## src/vpae_pkg.sv

```systemverilog
package vpae_pkg;

  localparam int CoordWidth = 12;
  localparam int ByteWidth  = 7;
  localparam int MaxBytes   = 6;
  localparam int CountWidth = $clog2(MaxBytes + 1);

  // Scaling to terminal units: (v + 2048) * 780 / 1024.
  localparam int ScaleNum   = 780;
  localparam int ScaleWidth = 10;
  localparam int ScaleShift = 10;
  localparam int ProdWidth  = CoordWidth + ScaleWidth;

  typedef enum logic [1:0] {
    OP_DRAW   = 2'd0,
    OP_MOVE   = 2'd1,
    OP_FORGET = 2'd2,
    OP_UNUSED = 2'd3
  } op_t;

  localparam logic [ByteWidth-1:0] TagHigh  = 7'o040;
  localparam logic [ByteWidth-1:0] TagLowY  = 7'o140;
  localparam logic [ByteWidth-1:0] TagLowX  = 7'o100;
  localparam logic [ByteWidth-1:0] DarkByte = 7'o035;

  typedef struct packed {
    logic [1:0]                   operation;
    logic signed [CoordWidth-1:0] coord_x;
    logic signed [CoordWidth-1:0] coord_y;
  } cmd_t;

  typedef struct packed {
    logic [ByteWidth-1:0] out_byte;
    logic                 last_byte;
  } plot_t;

  typedef struct packed {
    logic [4:0] high_y;
    logic [4:0] high_x;
    logic [4:0] low_y;
    logic [3:0] extra_bits;
    logic       valid;
  } history_t;

  typedef struct packed {
    logic [MaxBytes-1:0][ByteWidth-1:0] bytes;
    logic [CountWidth-1:0]              count;
  } byte_list_t;

endpackage

```

## src/vpae_list_builder.sv

```systemverilog
module vpae_list_builder (
  input  vpae_pkg::cmd_t      cmd,
  input  vpae_pkg::history_t  history,
  output vpae_pkg::byte_list_t list,
  output vpae_pkg::history_t  history_next
);
  import vpae_pkg::*;

  logic [CoordWidth-1:0] bias_x, bias_y;
  logic [ProdWidth-1:0]  prod_x, prod_y;
  logic [CoordWidth-1:0] term_x, term_y;
  logic [4:0]            high_x, high_y, low_x, low_y;
  logic [3:0]            extra;
  logic                  is_point;
  logic                  send_hy, send_hx, send_ex, send_ly;
  logic [MaxBytes-1:0][ByteWidth-1:0] bytes;
  logic [CountWidth-1:0] n;

  // Adding 2048 to a 12-bit two's complement value flips its sign bit.
  assign bias_x = {~cmd.coord_x[CoordWidth-1], cmd.coord_x[CoordWidth-2:0]};
  assign bias_y = {~cmd.coord_y[CoordWidth-1], cmd.coord_y[CoordWidth-2:0]};
  assign prod_x = ProdWidth'(bias_x) * ProdWidth'(ScaleNum);
  assign prod_y = ProdWidth'(bias_y) * ProdWidth'(ScaleNum);
  assign term_x = prod_x[ScaleShift +: CoordWidth];
  assign term_y = prod_y[ScaleShift +: CoordWidth];

  assign high_x = term_x[11:7];
  assign high_y = term_y[11:7];
  assign low_x  = term_x[6:2];
  assign low_y  = term_y[6:2];
  assign extra  = {term_y[1:0], term_x[1:0]};

  assign is_point = (cmd.operation == OP_DRAW) || (cmd.operation == OP_MOVE);

  assign send_hy = !history.valid || (high_y != history.high_y);
  assign send_hx = !history.valid || (high_x != history.high_x);
  assign send_ex = !history.valid || (extra != history.extra_bits);
  assign send_ly = !history.valid || (low_y != history.low_y);

  always_comb begin
    bytes = '0;
    n     = '0;
    if (cmd.operation == OP_MOVE) begin
      bytes[n] = DarkByte;
      n        = n + 1'b1;
    end
    if (send_hy) begin
      bytes[n] = TagHigh | {2'b00, high_y};
      n        = n + 1'b1;
    end
    if (send_hx) begin
      if (send_ex) begin
        bytes[n] = TagLowY | {3'b000, extra};
        n        = n + 1'b1;
      end
      bytes[n] = TagLowY | {2'b00, low_y};
      n        = n + 1'b1;
      bytes[n] = TagHigh | {2'b00, high_x};
      n        = n + 1'b1;
    end else if (send_ex) begin
      bytes[n] = TagLowY | {3'b000, extra};
      n        = n + 1'b1;
      bytes[n] = TagLowY | {2'b00, low_y};
      n        = n + 1'b1;
    end else if (send_ly) begin
      bytes[n] = TagLowY | {2'b00, low_y};
      n        = n + 1'b1;
    end
    bytes[n] = TagLowX | {2'b00, low_x};
    n        = n + 1'b1;

    list.bytes = bytes;
    list.count = is_point ? n : '0;
  end

  // After any point the remembered parts are exactly that point's parts.
  always_comb begin
    history_next = history;
    case (cmd.operation)
      OP_DRAW, OP_MOVE: begin
        history_next.high_y     = high_y;
        history_next.high_x     = high_x;
        history_next.low_y      = low_y;
        history_next.extra_bits = extra;
        history_next.valid      = 1'b1;
      end
      OP_FORGET: begin
        history_next = '0;
      end
      default: begin
        history_next = history;
      end
    endcase
  end

endmodule

```

## src/vector_plot_address_encoder.sv

```systemverilog
// Plot-address encoder for a vector terminal with 12-bit addressing.
// The cmd channel takes one word per command: an operation (draw, move or
// forget) and a signed point. The plot channel returns the address bytes of
// that command one word at a time; last_byte marks the final byte of each
// command. A draw gives one to five bytes, a move one more (the dark-vector
// byte first), and a forget or the unused code gives no bytes at all.
// Both channels use valid and stall; a word moves on an edge where valid is
// high and stall is low.
// The first byte of a command passes through the shift buffer and the
// output register before it appears on the plot port.
// The byte list is built in the cycle of acceptance and held in a shift
// buffer, and an output register drains it one byte per cycle while the plot
// channel does not stall. The next command is taken in the cycle the last
// byte of the current one moves into the output register.
// A stall on the plot channel holds the output register and the buffer; the
// cmd channel then stalls once the buffer holds bytes still to be sent.
// Reset empties the buffer and the output register and clears the
// remembered bytes, so the first point after reset sends its full address.
module vector_plot_address_encoder (
  input  logic            clk,
  input  logic            rst,
  input  logic            cmd_valid,
  output logic            cmd_stall,
  input  vpae_pkg::cmd_t  cmd,
  output logic            plot_valid,
  input  logic            plot_stall,
  output vpae_pkg::plot_t plot
);
  import vpae_pkg::*;

  history_t   history;
  history_t   history_next;
  byte_list_t list;

  // Bytes of the command being sent; entry zero goes out next.
  logic [MaxBytes-1:0][ByteWidth-1:0] pending;
  logic [MaxBytes-1:0][ByteWidth-1:0] pending_next;
  logic [CountWidth-1:0]              left;
  logic [CountWidth-1:0]              left_next;

  logic load_out;
  logic buf_free;
  logic accept;

  vpae_list_builder u_list (
    .cmd          (cmd),
    .history      (history),
    .list         (list),
    .history_next (history_next)
  );

  // The output register takes a byte whenever it is empty or being emptied.
  assign load_out  = (!plot_valid || !plot_stall) && (left != '0);
  // The buffer is free when empty or when its last byte leaves this cycle.
  assign buf_free  = (left == '0) || ((left == CountWidth'(1)) && load_out);
  assign cmd_stall = !buf_free;
  assign accept    = cmd_valid && buf_free;

  always_comb begin
    pending_next = pending;
    left_next    = left;
    if (load_out) begin
      for (int i = 0; i < MaxBytes - 1; i++) begin
        pending_next[i] = pending[i+1];
      end
      left_next = left - 1'b1;
    end
    if (accept && (list.count != '0)) begin
      pending_next = list.bytes;
      left_next    = list.count;
    end
  end

  always_ff @(posedge clk) begin
    if (rst) begin
      history    <= '0;
      left       <= '0;
      plot_valid <= 1'b0;
    end else begin
      if (accept) begin
        history <= history_next;
      end
      left <= left_next;
      if (load_out) begin
        plot_valid <= 1'b1;
      end else if (!plot_stall) begin
        plot_valid <= 1'b0;
      end
    end
  end

  always_ff @(posedge clk) begin
    pending <= pending_next;
    if (load_out) begin
      plot.out_byte  <= pending[0];
      plot.last_byte <= (left == CountWidth'(1));
    end
  end

endmodule

```

## config.mk

```make
export PLATFORM = sky130hd
export DESIGN_NAME = vector_plot_address_encoder
export DESIGN_NICKNAME = d
export VERILOG_FILES = /design/src/vpae_pkg.sv /design/src/vpae_list_builder.sv /design/src/vector_plot_address_encoder.sv
export SDC_FILE = /design/constraint.sdc
export NUM_CORES = 1
export LEC_CHECK = 0
export BUFFER_PORTS_ARGS = -buffer_cell sky130_fd_sc_hd__buf_2
export CAP_MARGIN = 20
export CORE_MARGIN = 2
export CORE_UTILIZATION = 45
export DETAILED_ROUTE_END_ITERATION = 12
export GPL_TIMING_DRIVEN = 0
export PLACE_DENSITY = 0.7
export SLEW_MARGIN = 10
export SYNTH_ARGS = -nofsm -noshare
export SYNTH_HDL_FRONTEND = slang
export SYNTH_SLANG_ARGS = --single-unit
```

## constraint.sdc

```tcl
create_clock -name clk -period 18 [get_ports clk]
set_clock_uncertainty 0.1 [all_clocks]
set_input_delay 2.7 -clock clk [delete_from_list [all_inputs] [get_ports clk]]
set_output_delay 2.7 -clock clk [all_outputs]
set_load 0.01 [all_outputs]
```

==> metrics.yaml <==
clocking:
  clock_path_buffers: 2
  cts_setup_buffers: 0
  htree_levels: 3
  clock_latency_ns: 0.35
  cts_tree: "done"
  path_clk_slew_ns: 0.06
  clock_sinks: 74
  cts_made_buffers: 9
  hold_buffers: 0
  clock-root-buffer: "clkbuf_16"
  cts_resized: 0
final_layout:
  final_nets: 1265
  fillers: 1871
  antennaDiodeCount: 0
  utilization: 0.5009
  drive_above_1_share: 0.1018
  multi_input_area_mm2: 0.006365
  syn_to_final_growth_pct: 9.301
  regArea_mm2: 0.001982
logic_synthesis:
  synthCells: 1043
  yosys_warnings: 0
  synth_flop_cell: "edfxtp_1"
  syn_nets: 1213
  synth_top_area_frac: 0.1684
  yosysTopAreaCell: "edfxtp_1"
  syn_area_per_cell_um2: 8.551
  synth_area_mm2: 0.008919
  ys_ff_latch: 74
  synth_edf_count: 50
  yosys.cell_types.count: 92
  async_flop_share: 0
  synthTopCellsByArea: "edfxtp_1 (17%), ha_1 (17%), dfxtp_1 (5.4%), fa_1 (4.7%), nor2_1 (4.2%)"
  seq_area_frac_synth: 0.2222
run:
  max-cap-violations: 0
worst_setup_path:
  end_kind: "flip-flop"
  crit_required_ns: 17.87
  crit_type: "input pin to flip-flop"
  crit_path_frequent_cell: "ha_1"
  rrSetupSlack_ns: 11.61
  reg2reg_from: "history[16]"
  cp_max_fo: 35
  cp-startpoint: "cmd[5]"
  crit_slowest_cell: "or2_2"
  crit_path_max_incr_delay_ns: 0.70
  worstSetupStartpointType: "input pin"
  cp.arrival_ns: 11.31
drt:
  drc_errors: 0
  drt_wl_total_um: 27610
  ant_nets: 0
  viasPerCell: 6.186
  first_pass_iters: 6
  vias: 8444
  first_iter_violations: 994
  wl_per_cell_um: 20.22
place:
  hpwl_um: 21360
  port_buffers: 39
  gp_congestion: 1.025
worst_hold_path:
  timing.hold.worst.start: "pending[1]"
  hp-class: "flip-flop to flip-flop"
global_route:
  grt_start_max_net_pins: 36
  grt_pass1_wl_um: 43320
  antenna_found_initial: 0
  track_usage: 0.2706
  grt_overflow: 0
  grt_pass1_vias: 7851
floorplan:
  row_count: 51
  core_mm2: 0.01946
  fp.dieW_um: 144.8
  ios: 40
  initial_core_util: 0.4582
  dieArea_mm2: 0.02096
  die_h_um: 144.8
sta:
  setup_tns_ns: 0
  rsz0062_at_grt: "no"
  setup_viol: 0
  fin_crit_sh: 0.6354
  slew_headroom: 0.2321
  layout_min_cycle_time_ns: 11.44
  finalHoldViolCount: 0
  drv_slew: 0
  worst_pin_slew_ns: 1.137
  fmax_mhz: 87.44
pwr:
  power_density_mw_per_mm2: 153.0
  power_leakage_nw: 4.102
  ir_drop_mv: 0.06765
  finalPower_w: 0.001491
outcome:
  status: "complete, no violations"
[critical path, delay by kind of cell]
kind / cells / cell delay, ns
AOI/OAI and AO/OA: 4 / 1.68
xor gates and xnor gates: 1 / 0.15
adders and majority gates: 7 / 2.20
buffers and inverters: 10 / 2.14
and+or+nand+nor: 8 / 2.39
[per-stage QoR]
stage	setup slack, ns	std cells	cell area, um^2	hold WS (ns)
3_5_place_dp	6.521	1347	9445	0.3045
3_3_place_gp	6.501	1347	9445	0.3012
5_1_grt	6.139	1365	9748	0.3277
4_1_cts	6.853	1363	9733	0.3189
6_report	6.563	1365	9748	0.3179
2_1_floorplan	8.086	1043	8919	0.3003
[synth_stat cells (all sizes together) (9+ instances only)]
cell and number:
o211ai 19, a22oi 20, xnor2 35, nand2 73, a31oi 19, dfxtp 24
a211oi 9, xor2 21, buf 21, nand3 27, o21a 13, edfxtp 50
a21o 9, a21oi 75, nor3 14, nand2b 12, nor2 99, fa 21
inv 86, o22ai 16, o221ai 18, o21ai 58, ha 119, clkbuf 32
[layer usage]
layer,global-route usage,routed length [um],vias to the layer above
met2,0.4213,12160,448
met1,0.3761,12010,3960
met3,0.05857,2534,62
met4,0.08227,903,0
li1,-,-,3974
met5,0,0,-
[registers in the layout, summed over array words and instances (netlist names)]
signal	cells
plot	8
left	3
plot_valid	1
pending	42
history	20
[cells by family (layout without fill, tap and decap cells)]
group,after synthesis,count (layout),synth area share
buf+inv,140,197,0.06411
xor+xnor,59,59,0.06369
simple gates,277,277,0.1445
compound gates,338,338,0.2734
mux,15,15,0.01796
flops,74,74,0.2222
fa+ha+maj,140,140,0.2141
[worst paths after layout]
check           endpoint  cells past startpoint
max          pending[20]                     30
min              plot[2]                      0
max reg2reg  pending[20]                     21
min reg2reg      plot[2]                      0
[cell usage in the layout (no fill, tap or decap), drive strengths merged, types with 7 or more instances in the layout]
| cell | instances |
|---|---|
| nor2b | 7 |
| nand2b | 12 |
| o221ai | 18 |
| o22a | 7 |
| clkbuf | 43 |
| o21a | 13 |
| nand2 | 73 |
| nor3 | 14 |
| edfxtp | 50 |
| inv | 86 |
| nor2 | 99 |
| buf | 62 |
| o21ai | 58 |
| a21boi | 7 |
| a211oi | 9 |
| or3 | 8 |
| xnor2 | 35 |
| a21o | 9 |
| dfxtp | 24 |
| a211o | 8 |
| a31oi | 19 |
| fa | 21 |
| a221oi | 7 |
| mux2 | 8 |
| nand3 | 27 |
| mux2i | 7 |
| o211ai | 19 |
| ha | 119 |
| a21oi | 75 |
| a22oi | 20 |
| xor2 | 21 |
| o22ai | 16 |
| nand4 | 8 |
| o31ai | 7 |
[final cells by class]
type                            instances  share of cell area
Multi-Input combinational cell        829              0.6529
Sequential cell                        74              0.2033
Tap cell                              265             0.03401
Inverter                               87             0.03350
Buffer                                 53             0.02516
Clock buffer                           11             0.02387
Timing Repair Buffer                   41             0.02156
Clock inverter                          5            0.005648
[report_power, final]
| group | internal (W) | switching (W) |
|---|---|---|
| clock | 0.000107 | 0.0000745 |
| sequential | 0.000288 | 0.0000231 |
| combinational | 0.000346 | 0.000652 |
No activity file was read; power rests on OpenSTA's default activity.
